File: src/rtl/indexed_sequence_store_core_assert.svh
// Assertion macros for the indexed sequence store.
// Included by iss_datapath, which checks its own logic; no dependencies.
`ifndef INDEXED_SEQUENCE_STORE_CORE_ASSERT_SVH
`define INDEXED_SEQUENCE_STORE_CORE_ASSERT_SVH

// Flag a condition that must never hold outside reset
`define ISS_ASSERT_NEVER(name, clk, rst, expr, msg) \
  name: assert property (@(posedge clk) disable iff (rst) !(expr)) \
    else $error(msg);

// Check a consequence in the cycle after a trigger
`define ISS_ASSERT_NEXT(name, clk, rst, trig, cons, msg) \
  name: assert property (@(posedge clk) disable iff (rst) (trig) |=> (cons)) \
    else $error(msg);

`endif

File: src/rtl/iss_pkg.sv
// Shared constants, codes and controller/datapath interface types
// for the indexed sequence store. No dependencies.
`default_nettype none

package iss_pkg;

  // Store geometry
  localparam int DEPTH     = 32;
  localparam int IDX_W     = $clog2(DEPTH);
  localparam int CNT_W     = $clog2(DEPTH + 1);

  // Field widths
  localparam int CMD_W     = 3;
  localparam int POS_W     = 8;
  localparam int VAL_W     = 32;
  localparam int STATUS_W  = 2;
  localparam int OUT_POS_W = 5;
  localparam int IN_DATA_W  = 40;
  localparam int OUT_DATA_W = 48;

  typedef enum logic [CMD_W-1:0] {
    CMD_APPEND  = 3'd0,
    CMD_POP     = 3'd1,
    CMD_INSERT  = 3'd2,
    CMD_REPLACE = 3'd3,
    CMD_DUMP    = 3'd4
  } cmd_e_t;

  typedef enum logic [STATUS_W-1:0] {
    ST_OK    = 2'd0,
    ST_FULL  = 2'd1,
    ST_EMPTY = 2'd2
  } status_e_t;

  // Controller to datapath
  typedef struct packed {
    logic exec;       // execute the accepted command
    logic dump_emit;  // emit the next stored value of a dump
  } ctrl_cmd_t;

  // Datapath to controller
  typedef struct packed {
    logic slot_free;  // output register can take a result this cycle
    logic empty;      // no stored values
    logic dump_final; // the dump index points at the last stored value
  } dp_stat_t;

endpackage

`default_nettype wire

File: src/rtl/iss_ctrl.sv
// Controller state machine for the indexed sequence store.
// Depends on iss_pkg; drives command strobes into iss_datapath.
`default_nettype none

module iss_ctrl (
  input  wire logic                    clk,
  input  wire logic                    rst,
  input  wire logic                    s_valid,
  output logic                         s_ready,
  input  wire logic [iss_pkg::CMD_W-1:0] in_command,
  input  wire iss_pkg::dp_stat_t       stat,
  output iss_pkg::ctrl_cmd_t           cmd
);
  import iss_pkg::*;

  typedef enum logic [1:0] {
    S_IDLE = 2'b01,
    S_DUMP = 2'b10
  } state_t;

  state_t state;
  state_t state_next;
  logic   accept;

  // Take a transaction only when idle and the output register has room
  assign s_ready = (state == S_IDLE) && stat.slot_free;
  assign accept  = s_valid && s_ready;

  // Issue strobes and pick the next state
  always_comb begin
    cmd.exec      = accept;
    cmd.dump_emit = 1'b0;
    state_next    = state;
    case (state)
      S_IDLE: begin
        if (accept && (in_command == CMD_DUMP) && !stat.empty) begin
          state_next = S_DUMP;
        end
      end
      S_DUMP: begin
        cmd.dump_emit = stat.slot_free;
        if (stat.slot_free && stat.dump_final) begin
          state_next = S_IDLE;
        end
      end
      default: begin
        state_next = S_IDLE;
      end
    endcase
  end

  always_ff @(posedge clk) begin
    if (rst) begin
      state <= S_IDLE;
    end else begin
      state <= state_next;
    end
  end

endmodule

`default_nettype wire

File: src/rtl/iss_datapath.sv
// Datapath for the indexed sequence store: shifting register store, count,
// dump index and output register. Depends on iss_pkg and the assert macros.
`default_nettype none
`include "indexed_sequence_store_core_assert.svh"

module iss_datapath (
  input  wire logic                        clk,
  input  wire logic                        rst,
  input  wire iss_pkg::ctrl_cmd_t          cmd,
  output iss_pkg::dp_stat_t                stat,
  input  wire logic [iss_pkg::CMD_W-1:0]   in_command,
  input  wire logic [iss_pkg::POS_W-1:0]   in_position,
  input  wire logic [iss_pkg::VAL_W-1:0]   in_item_value,
  output logic                             out_valid,
  input  wire logic                        out_ready,
  output logic [iss_pkg::STATUS_W-1:0]     out_status,
  output logic [iss_pkg::CNT_W-1:0]        out_count,
  output logic [iss_pkg::VAL_W-1:0]        out_value,
  output logic [iss_pkg::OUT_POS_W-1:0]    out_position,
  output logic                             out_last
);
  import iss_pkg::*;

  logic [VAL_W-1:0] entries [DEPTH];
  logic [CNT_W-1:0] count;
  logic [CNT_W-1:0] count_next;
  logic [IDX_W-1:0] dump_idx;

  logic             full;
  logic             pos_in_range;
  logic [IDX_W-1:0] pos_idx;
  logic             wr_tail;
  logic             wr_pos;
  logic             do_shift;
  logic             load_single;
  status_e_t        status_next;
  logic             pop_hit;
  logic             ins_full;

  assign full         = (count == CNT_W'(DEPTH));
  assign pos_in_range = (in_position < {{(POS_W-CNT_W){1'b0}}, count});
  assign pos_idx      = in_position[IDX_W-1:0];

  // Decode the accepted command into store updates and a status
  always_comb begin
    status_next = ST_OK;
    count_next  = count;
    wr_tail     = 1'b0;
    wr_pos      = 1'b0;
    do_shift    = 1'b0;
    case (in_command)
      CMD_APPEND: begin
        if (full) begin
          status_next = ST_FULL;
        end else begin
          wr_tail    = 1'b1;
          count_next = count + CNT_W'(1);
        end
      end
      CMD_POP: begin
        if (count == '0) begin
          status_next = ST_EMPTY;
        end else begin
          count_next = count - CNT_W'(1);
        end
      end
      CMD_INSERT: begin
        if (full) begin
          status_next = ST_FULL;
        end else if (pos_in_range) begin
          do_shift   = 1'b1;
          wr_pos     = 1'b1;
          count_next = count + CNT_W'(1);
        end else begin
          wr_tail    = 1'b1;
          count_next = count + CNT_W'(1);
        end
      end
      CMD_REPLACE: begin
        if (pos_in_range) begin
          wr_pos = 1'b1;
        end else if (full) begin
          status_next = ST_FULL;
        end else begin
          wr_tail    = 1'b1;
          count_next = count + CNT_W'(1);
        end
      end
      CMD_DUMP: begin
        if (count == '0) begin
          status_next = ST_EMPTY;
        end
      end
      default: begin
        status_next = ST_OK;
      end
    endcase
  end

  // Update the store: shift up past the insert point, then write
  always_ff @(posedge clk) begin
    if (cmd.exec) begin
      if (do_shift) begin
        for (int i = 1; i < DEPTH; i++) begin
          if (POS_W'(i) > in_position) begin
            entries[i] <= entries[i-1];
          end
        end
      end
      if (wr_pos) begin
        entries[pos_idx] <= in_item_value;
      end
      if (wr_tail) begin
        entries[count[IDX_W-1:0]] <= in_item_value;
      end
    end
  end

  // Hold the count and the dump index
  always_ff @(posedge clk) begin
    if (rst) begin
      count    <= '0;
      dump_idx <= '0;
    end else if (cmd.exec) begin
      count    <= count_next;
      dump_idx <= '0;
    end else if (cmd.dump_emit) begin
      dump_idx <= dump_idx + IDX_W'(1);
    end
  end

  // A non-empty dump streams its results instead of one summary result
  assign load_single = cmd.exec && !((in_command == CMD_DUMP) && (count != '0));

  // Output register: load a result, drop it once taken
  always_ff @(posedge clk) begin
    if (rst) begin
      out_valid <= 1'b0;
    end else if (load_single || cmd.dump_emit) begin
      out_valid <= 1'b1;
    end else if (out_ready) begin
      out_valid <= 1'b0;
    end
  end

  always_ff @(posedge clk) begin
    if (load_single) begin
      out_status   <= status_next;
      out_count    <= count_next;
      out_value    <= '0;
      out_position <= '0;
      out_last     <= 1'b1;
    end else if (cmd.dump_emit) begin
      out_status   <= ST_OK;
      out_count    <= count;
      out_value    <= entries[dump_idx];
      out_position <= OUT_POS_W'(dump_idx);
      out_last     <= stat.dump_final;
    end
  end

  assign stat.slot_free  = !out_valid || out_ready;
  assign stat.empty      = (count == '0);
  assign stat.dump_final = ({1'b0, dump_idx} == (count - CNT_W'(1)));

  // Trigger terms for the checks below
  assign pop_hit  = cmd.exec && (in_command == CMD_POP) && (count != '0);
  assign ins_full = cmd.exec && (in_command == CMD_INSERT) && full;

  `ISS_ASSERT_NEVER(a_exec_emit_excl, clk, rst, cmd.exec && cmd.dump_emit, "exec during dump")
  `ISS_ASSERT_NEVER(a_emit_nonempty, clk, rst, cmd.dump_emit && stat.empty, "dump while empty")
  `ISS_ASSERT_NEXT(a_pop_dec, clk, rst, pop_hit, count == $past(count) - CNT_W'(1), "bad pop")
  `ISS_ASSERT_NEXT(a_insert_full, clk, rst, ins_full, count == $past(count), "insert grew")

endmodule

`default_nettype wire

File: src/rtl/indexed_sequence_store_core.sv
// Indexed sequence store: an ordered list of up to 32 signed 32-bit values.
// Commands arrive on the s_axis channel: s_axis_tuser carries the command
// (append, pop, insert, replace, dump), s_axis_tdata the position and value.
// Results leave on the m_axis channel; m_axis_tlast marks the final result
// of each command.
// Every command except a non-empty dump gives one result, registered and
// visible the cycle after the transaction; while m_axis_tready is high the
// block takes a new command each cycle: throughput is one command per cycle.
// A dump of n stored values first moves the controller into its dump state,
// which loads the results into the output register, one per cycle while
// m_axis_tready is high; the next command is taken once the last result is
// in the output register.
// Inserts shift every entry above the position as they write the new value.
// When the receiver holds m_axis_tready low, the pending result holds and
// s_axis_tready drops until the output register frees up.
// Reset empties the store (count zero) and clears the output valid flag;
// stored values are undefined until written.
// Depends on iss_pkg, iss_ctrl and iss_datapath.
`default_nettype none

module indexed_sequence_store_core (
  input  wire logic                            clk,
  input  wire logic                            rst,
  input  wire logic                            s_axis_tvalid,
  output logic                                 s_axis_tready,
  // [7:0] position, [39:8] item_value
  input  wire logic [iss_pkg::IN_DATA_W-1:0]   s_axis_tdata,
  // [2:0] command
  input  wire logic [iss_pkg::CMD_W-1:0]       s_axis_tuser,
  output logic                                 m_axis_tvalid,
  input  wire logic                            m_axis_tready,
  // [1:0] status, [7:2] count, [39:8] out_value, [44:40] out_position,
  // [47:45] zero
  output logic [iss_pkg::OUT_DATA_W-1:0]       m_axis_tdata,
  output logic                                 m_axis_tlast
);
  import iss_pkg::*;

  ctrl_cmd_t             cmd;
  dp_stat_t              stat;
  logic [STATUS_W-1:0]   out_status;
  logic [CNT_W-1:0]      out_count;
  logic [VAL_W-1:0]      out_value;
  logic [OUT_POS_W-1:0]  out_position;

  iss_ctrl u_ctrl (
    .clk        (clk),
    .rst        (rst),
    .s_valid    (s_axis_tvalid),
    .s_ready    (s_axis_tready),
    .in_command (s_axis_tuser),
    .stat       (stat),
    .cmd        (cmd)
  );

  iss_datapath u_datapath (
    .clk           (clk),
    .rst           (rst),
    .cmd           (cmd),
    .stat          (stat),
    .in_command    (s_axis_tuser),
    .in_position   (s_axis_tdata[POS_W-1:0]),
    .in_item_value (s_axis_tdata[POS_W +: VAL_W]),
    .out_valid     (m_axis_tvalid),
    .out_ready     (m_axis_tready),
    .out_status    (out_status),
    .out_count     (out_count),
    .out_value     (out_value),
    .out_position  (out_position),
    .out_last      (m_axis_tlast)
  );

  // Pack the result fields, lowest first, zero pad to whole bytes
  assign m_axis_tdata = {
    {(OUT_DATA_W - OUT_POS_W - VAL_W - CNT_W - STATUS_W){1'b0}},
    out_position, out_value, out_count, out_status
  };

endmodule

`default_nettype wire
File: config.mk
export PLATFORM = sky130hd
export DESIGN_NAME = indexed_sequence_store_core
export DESIGN_NICKNAME = d
export VERILOG_FILES = /design/src/rtl/iss_pkg.sv /design/src/rtl/iss_ctrl.sv /design/src/rtl/iss_datapath.sv /design/src/rtl/indexed_sequence_store_core.sv
export VERILOG_INCLUDE_DIRS = /design/src /design/src/rtl
export SDC_FILE = /design/constraint.sdc
export NUM_CORES = 2
export LEC_CHECK = 0
export BUFFER_PORTS_ARGS = -buffer_cell sky130_fd_sc_hd__buf_2
export CAP_MARGIN = 10
export CELL_PAD_IN_SITES_DETAIL_PLACEMENT = 0
export CELL_PAD_IN_SITES_GLOBAL_PLACEMENT = 1
export CORE_MARGIN = 3
export CORE_UTILIZATION = 27
export CTS_CLUSTER_SIZE = 8
export DETAILED_ROUTE_END_ITERATION = 10
export GPL_TIMING_DRIVEN = 0
export PLACE_DENSITY = 0.45
export REMOVE_ABC_BUFFERS = 1
export SLEW_MARGIN = 5
export SYNTH_ARGS = -nofsm -noshare
export SYNTH_HDL_FRONTEND = slang
export SYNTH_SLANG_ARGS = --single-unit
File: constraint.sdc
create_clock -name clk -period 10.3 [get_ports clk]
set_input_delay 0.515 -clock clk [delete_from_list [all_inputs] [get_ports clk]]
set_output_delay 0.515 -clock clk [all_outputs]
set_load 0.01 [all_outputs]
# Word-level counts from Yosys, hierarchy flattened
# Memories as Yosys holds them, arrays and structs flattened. A register that Yosys moved wholly into a read port is not among the register bits.
# Index checks and enable logic that the tools add are counted.
classes:
  n_addsub: 3
  order_cmp: 32
  eq_ne: 10
  n_mux: 160
  n_reduce_logical: 22
op_table:
  columns: ["cell", "n"]
  rows:
  - ["2-to-1 mux 1 bit", 142]
  - ["> comparator 5 x 8 -> 1 bit, first input constant", 16]
  - ["> comparator 4 x 8 -> 1 bit, first input constant", 8]
  - ["> comparator 3 x 8 -> 1 bit, first input constant", 4]
  - ["2-to-1 mux 32 bit", 1]
  - ["OR reduction 32 bit", 1]
  - ["2-to-1 mux 6 bit", 5]
  - ["one-hot mux 6 bit (3 select lines)", 1]
  - ["> comparator 2 x 8 -> 1 bit, first input constant", 2]
  - ["2-to-1 mux 2 bit", 6]
  - ["> comparator 1 x 8 -> 1 bit, first input constant", 1]
  - ["less-than comparator 8 x 6 -> 1 bit", 1]
  - ["logical AND 1 bit", 7]
  - ["adder 6 x 1 -> 6 bit, second input constant", 1]
  - ["== test 3 x 2 -> 1 bit, second input constant", 2]
  - ["== test 5 x 6 -> 1 bit", 1]
  - ["== test 6 bit, second input constant", 1]
  - ["zero test 6 bit", 1]
  - ["one-hot mux 2 bit (3 select lines)", 1]
  - ["nonzero test 6 bit", 1]
  - ["OR reduction 2 bit", 3]
  - ["subtractor 6 x 1 -> 6 bit, second input constant", 1]
  - ["adder 5 x 1 -> 5 bit, second input constant", 1]
  - ["2-to-1 mux 5 bit", 1]
  - ["14 further kinds", 18]
word_totals:
  ff_bits: 28
  ramBits: 1024
  out_inout_bits: 51
  wordCells: 236
  memories: 1
memory_table:
  columns: ["memory", "depth", "word_bits", "rd", "rd_ports_with_merged_regs", "wr", "line", "text"]
  rows:
  - ["u_datapath.entries", 32, 32, 32, 1, 32, "iss_datapath.sv:24", "logic [VAL_W-1:0] entries [DEPTH];"]

# Depth between registers and ports, before layout
logic_depth:
  ltp_word: 9
  ltp_mapped: 14
  mapped_depth_nobuf: 8

# Hierarchy
# A second synthesis with hierarchy kept.
hier_totals:
  cells_unflattened: 3212
  hier_area_um2: 54738.7
modules_own_cells:
  columns: ["module", "instances", "cells_per_inst", "area_each_um2", "seq_area_each_um2"]
  rows:
  - ["iss_datapath", 1, 3195, 54598.6, 31990.7]
  - ["iss_ctrl", 1, 13, 113.9, 40.0]
  - ["indexed_sequence_store_core", 1, 4, 26.3, 0.0]

# Worst setup path after synthesis
# No wires, ideal clock.
synth_timing:
  path_kind: "reg2reg"
  startpoint: "reg u_datapath.count[3]"
  endpoint: "mem u_datapath.entries[2][0] (enable)"
  t_arrival_ns: 4.975
  t_required_ns: 9.830
  setup_slack_ns: 4.856
  stages_incl_launch_ff: 11
  path_buffers: 2
  period_less_slack_ns: 5.444
  cell_sequence: "dfxtp_1 clkbuf_1 inv_1 ha_1 a21o_1 a211oi_2 o21ai_2 or4_1 clkbuf_1 or2_2 o31ai_1"
synth_rtl:
  columns: ["element", "line", "text"]
  rows:
  - ["start: declaration", "iss_datapath.sv:25", "logic [CNT_W-1:0] count;"]
  - ["start signal: assignment", "iss_datapath.sv:125", "count <= count_next;"]
  - ["end: declaration", "iss_datapath.sv:24", null]

==> flow_summary.yaml <==
route:
  drt_wl_total_mm: 188
  firstDrtPassIters: 7
  first_iter_violations: 2347
  ant_nets: 0
  wire_per_inst_um: 30.6
  viasPerCell: 5.12
  drc: 0
  vias: 31400
synth:
  ys.flop_type: "edfxtp_1"
  ys_seq_elements: 1084
  synth-seq-area-share: 0.582
  yosys.area_share.simple: 0.0299
  synth-compound-area-share: 0.0370
  syn_area_per_cell_um2: 16.6
  synth_top_family_by_area: "multiplexers"
  synth.top_cell.area_share: 0.564
  synthXorXnorAreaFrac: 0.00191
  synth-adder-area-share: 0.00182
  async_flop_share: 0
  synth_edf_count: 1032
  synth.area.top_cells: "edfxtp_1 (56%), mux2_2 (19%), mux4_2 (10%)"
  synth.area.mux_share: 0.318
  syn_area_um2: 55000
  synthCells: 3314
  synth_warnings: 0
  netlist.top_cell.by_area: "edfxtp_1"
  ys_types: 73
sta:
  fmax_mhz: 185
  period_share: 0.526
  rsz0062_at_grt: "false"
  tightestPinTransition_ps: 1250
  skew_ps: 33.0
  layout_min_cycle_time_ps: 5420
  maxSlewHeadroom: 0.161
  setup_viol: 0
  drv_slew: 0
  hold_viol_final: 0
cts:
  cts_inserted_buffers: 154
  clkLatencyLatePin_ps: 790
  postCtsSetupBuffers: 0
  cts_resized: 0
  path_clk_slew_ps: 50
  cts_tree: "yes"
  clock_sinks: 1084
  cts_buffer_depth: 3
  h-tree-depth: 4
  postCtsHoldBufs: 0
  cts_root_buffer: "clkbuf_16"
placed_design:
  dpl.hpwl_mm: 127
  gp_congestion: 0.732
  port_buffers: 94
  place_area_um2: 61000
status:
  status: "completed"
final_layout:
  final_nets: 3430
  final_cell_area_um2: 65500
  ff_latch_area_um2: 32000
  syn_to_final_growth_pct: 19.0
  drive_above_1_share: 0.488
  fillers: 19500
  multi_input_area_um2: 22000
critical_path:
  critPathLaunchType: "flop"
  r2r-start: "u_datapath.count[2]$_SDFFE_PP0P_"
  path_buf_inv: 1
  crit_cells: 8
  critical_path_class: "reg -> reg"
  worstPathMaxFanout: 33
  startpoint: "u_datapath.count[2]$_SDFFE_PP0P_"
  critPathTopFamily: "compound AO/OA/AOI/OAI gates"
  arrival_ps: 5810
  cp_data_required_time_ps: 10690
  end_kind: "flop"
  path_cells: "inv_1 -> ha_1 -> nand2_1 -> o21a_1 -> o21ai_1 -> nand3_1 -> o2bb2a_4 -> or2_4"
  worstRegToRegCells: 8
  crit_path_max_incr_delay_ps: 1000
  critPathSlowestCell: "o2bb2a_4"
hold_path:
  worstHoldPathType: "in -> reg"
  hold_depth: 3
  worstHoldStart: "s_axis_tvalid"
flow_run:
  max_cap_viol_count: 0
power:
  p_total_mw: 9.89
  p_sw_frac: 0.223
  p_comb_frac: 0.027
  switchingPower_mw: 2.20
  p_int_mw: 7.69
  power_frac_clock: 0.487
  peakVddDrop_uv: 142
  seqPwrFrac: 0.485
  p_leak_nw: 20.4
  p_per_area_nw_per_um2: 151
global_route:
  grt_pass1_vias: 32300
  grt.total_usage: 0.177
  grt_pass1_wl_mm: 265
  antenna_found_initial: 5
  grt_max_degree: 46
  grt_overflow: 0
floorplan:
  initial_core_util: 0.272
  core_area_um2: 202000
  die_height_um: 457
  pin_count: 98
  die-area_um2: 209000
  fp.dieW_um: 457
  rows: 165
==> worst min-delay path, stage by stage <==
cell and delay (ps):
buf_2 110, nand2_1 50, nor4_1 40
==> placed cells by master (no fill, tap or decap), types with 48 or more instances in the layout <==
| master | n |
|---|---|
| edfxtp_1 | 1032 |
| mux2_2 | 933 |
| mux4_2 | 256 |
| clkbuf_16 | 159 |
| buf_2 | 94 |
| buf_12 | 73 |
| clkbuf_1 | 71 |
| mux2_1 | 70 |
| nor2b_1 | 67 |
| nor2_1 | 60 |
| a21oi_1 | 56 |
| buf_16 | 56 |
| a211oi_1 | 55 |
| nand2_1 | 50 |
| dfxtp_1 | 48 |
==> registers in the layout (all words and copies together), names as in the netlist <==
signal and flops:
u_datapath.dump_idx 5, u_datapath.out_value 32, u_datapath.out_position 5, u_datapath.out_last 1, u_ctrl.state 2, u_datapath.out_valid 1
u_datapath.out_count 6, u_datapath.entries 1024, u_datapath.out_status 2, u_datapath.count 6
==> worst paths after layout <==
| path | end | slack (ps) |
|---|---|---|
| max | u_datapath.entries[24][2]$_DFFE_PP_ | 4880 |
| min | u_datapath.out_status[1]$_SDFFCE_PN0P_ | 120 |
| max reg2reg | u_datapath.entries[24][2]$_DFFE_PP_ | 4880 |
| min reg2reg | u_datapath.out_position[4]$_SDFFE_PP0P_ | 460 |
==> layout make-up <==
class,instances,area share
Multi-Input combinational cell,1894,0.336
Antenna cell,4,0.000153
Clock inverter,12,0.00285
Clock buffer,230,0.0649
Timing Repair Buffer,233,0.0552
Tap cell,2672,0.0511
Sequential cell,1084,0.490
Inverter,8,0.000459
==> power groups by stage <==
stage | Clock [mW] | Sequential, mW | Combinational (mW)
6_report | 4.82 | 4.80 | 0.272
5_1_grt | 5.15 | 4.80 | 0.294
4_1_cts | 4.97 | 4.80 | 0.274
3_5_place_dp | 0 | 4.89 | 0.273
3_3_place_gp | 0 | 4.89 | 0.255
2_1_floorplan | 0 | 4.89 | 0.108
==> per-stage QoR <==
step / hold WS, ps / setup WS [ps] / util / cells / setup TNS [ps]
final: 121 / 4880 / 0.324 / 6137 / 0
after global routing: 89.9 / 4580 / 0.323 / 6134 / 0
after CTS: 45.7 / 4840 / 0.323 / 6130 / 0
after detailed placement: 447 / 4840 / 0.301 / 5888 / 0
after global placement: 453 / -11270 / 0.283 / 5752 / -2243880
after floorplan: 480 / -2080 / - / 2986 / -66650
==> synth_stat cells (all sizes together) (5+ instances only) <==
cell    count
nand4       5
edfxtp   1032
nor3       14
nor4       35
a22oi      24
a31oi       5
mux2i      43
dfxtp      52
a311o       7
nor2b      67
buf       156
nand3       9
clkbuf    174
inv         7
a21oi      58
mux2     1003
ha          8
and2        9
mux4      256
and3        8
nor2       61
xor2        6
o2bb2a      7
xnor2       6
nand2b     17
o22ai      37
or2         5
o21ai      50
nand2      52
a211oi     62
==> per-layer routing <==
metal,up-vias,share of wire,GRT usage
met5,-,0,0
li1,13500,-,-
met1,17000,0.46,0.248
met4,0,0.024,0.0457
met3,218,0.039,0.0287
met2,724,0.47,0.285
==> kinds of logic after synthesis <==
group / after synthesis
AOI/OAI and AO/OA: 277
xor gates and xnor gates: 12
adders and majority gates: 8
buffers and inverters: 338
DFF: 1084
muxes: 1302
other: 1
and+or+nand+nor: 292
Power figures use the tool's default switching activity.
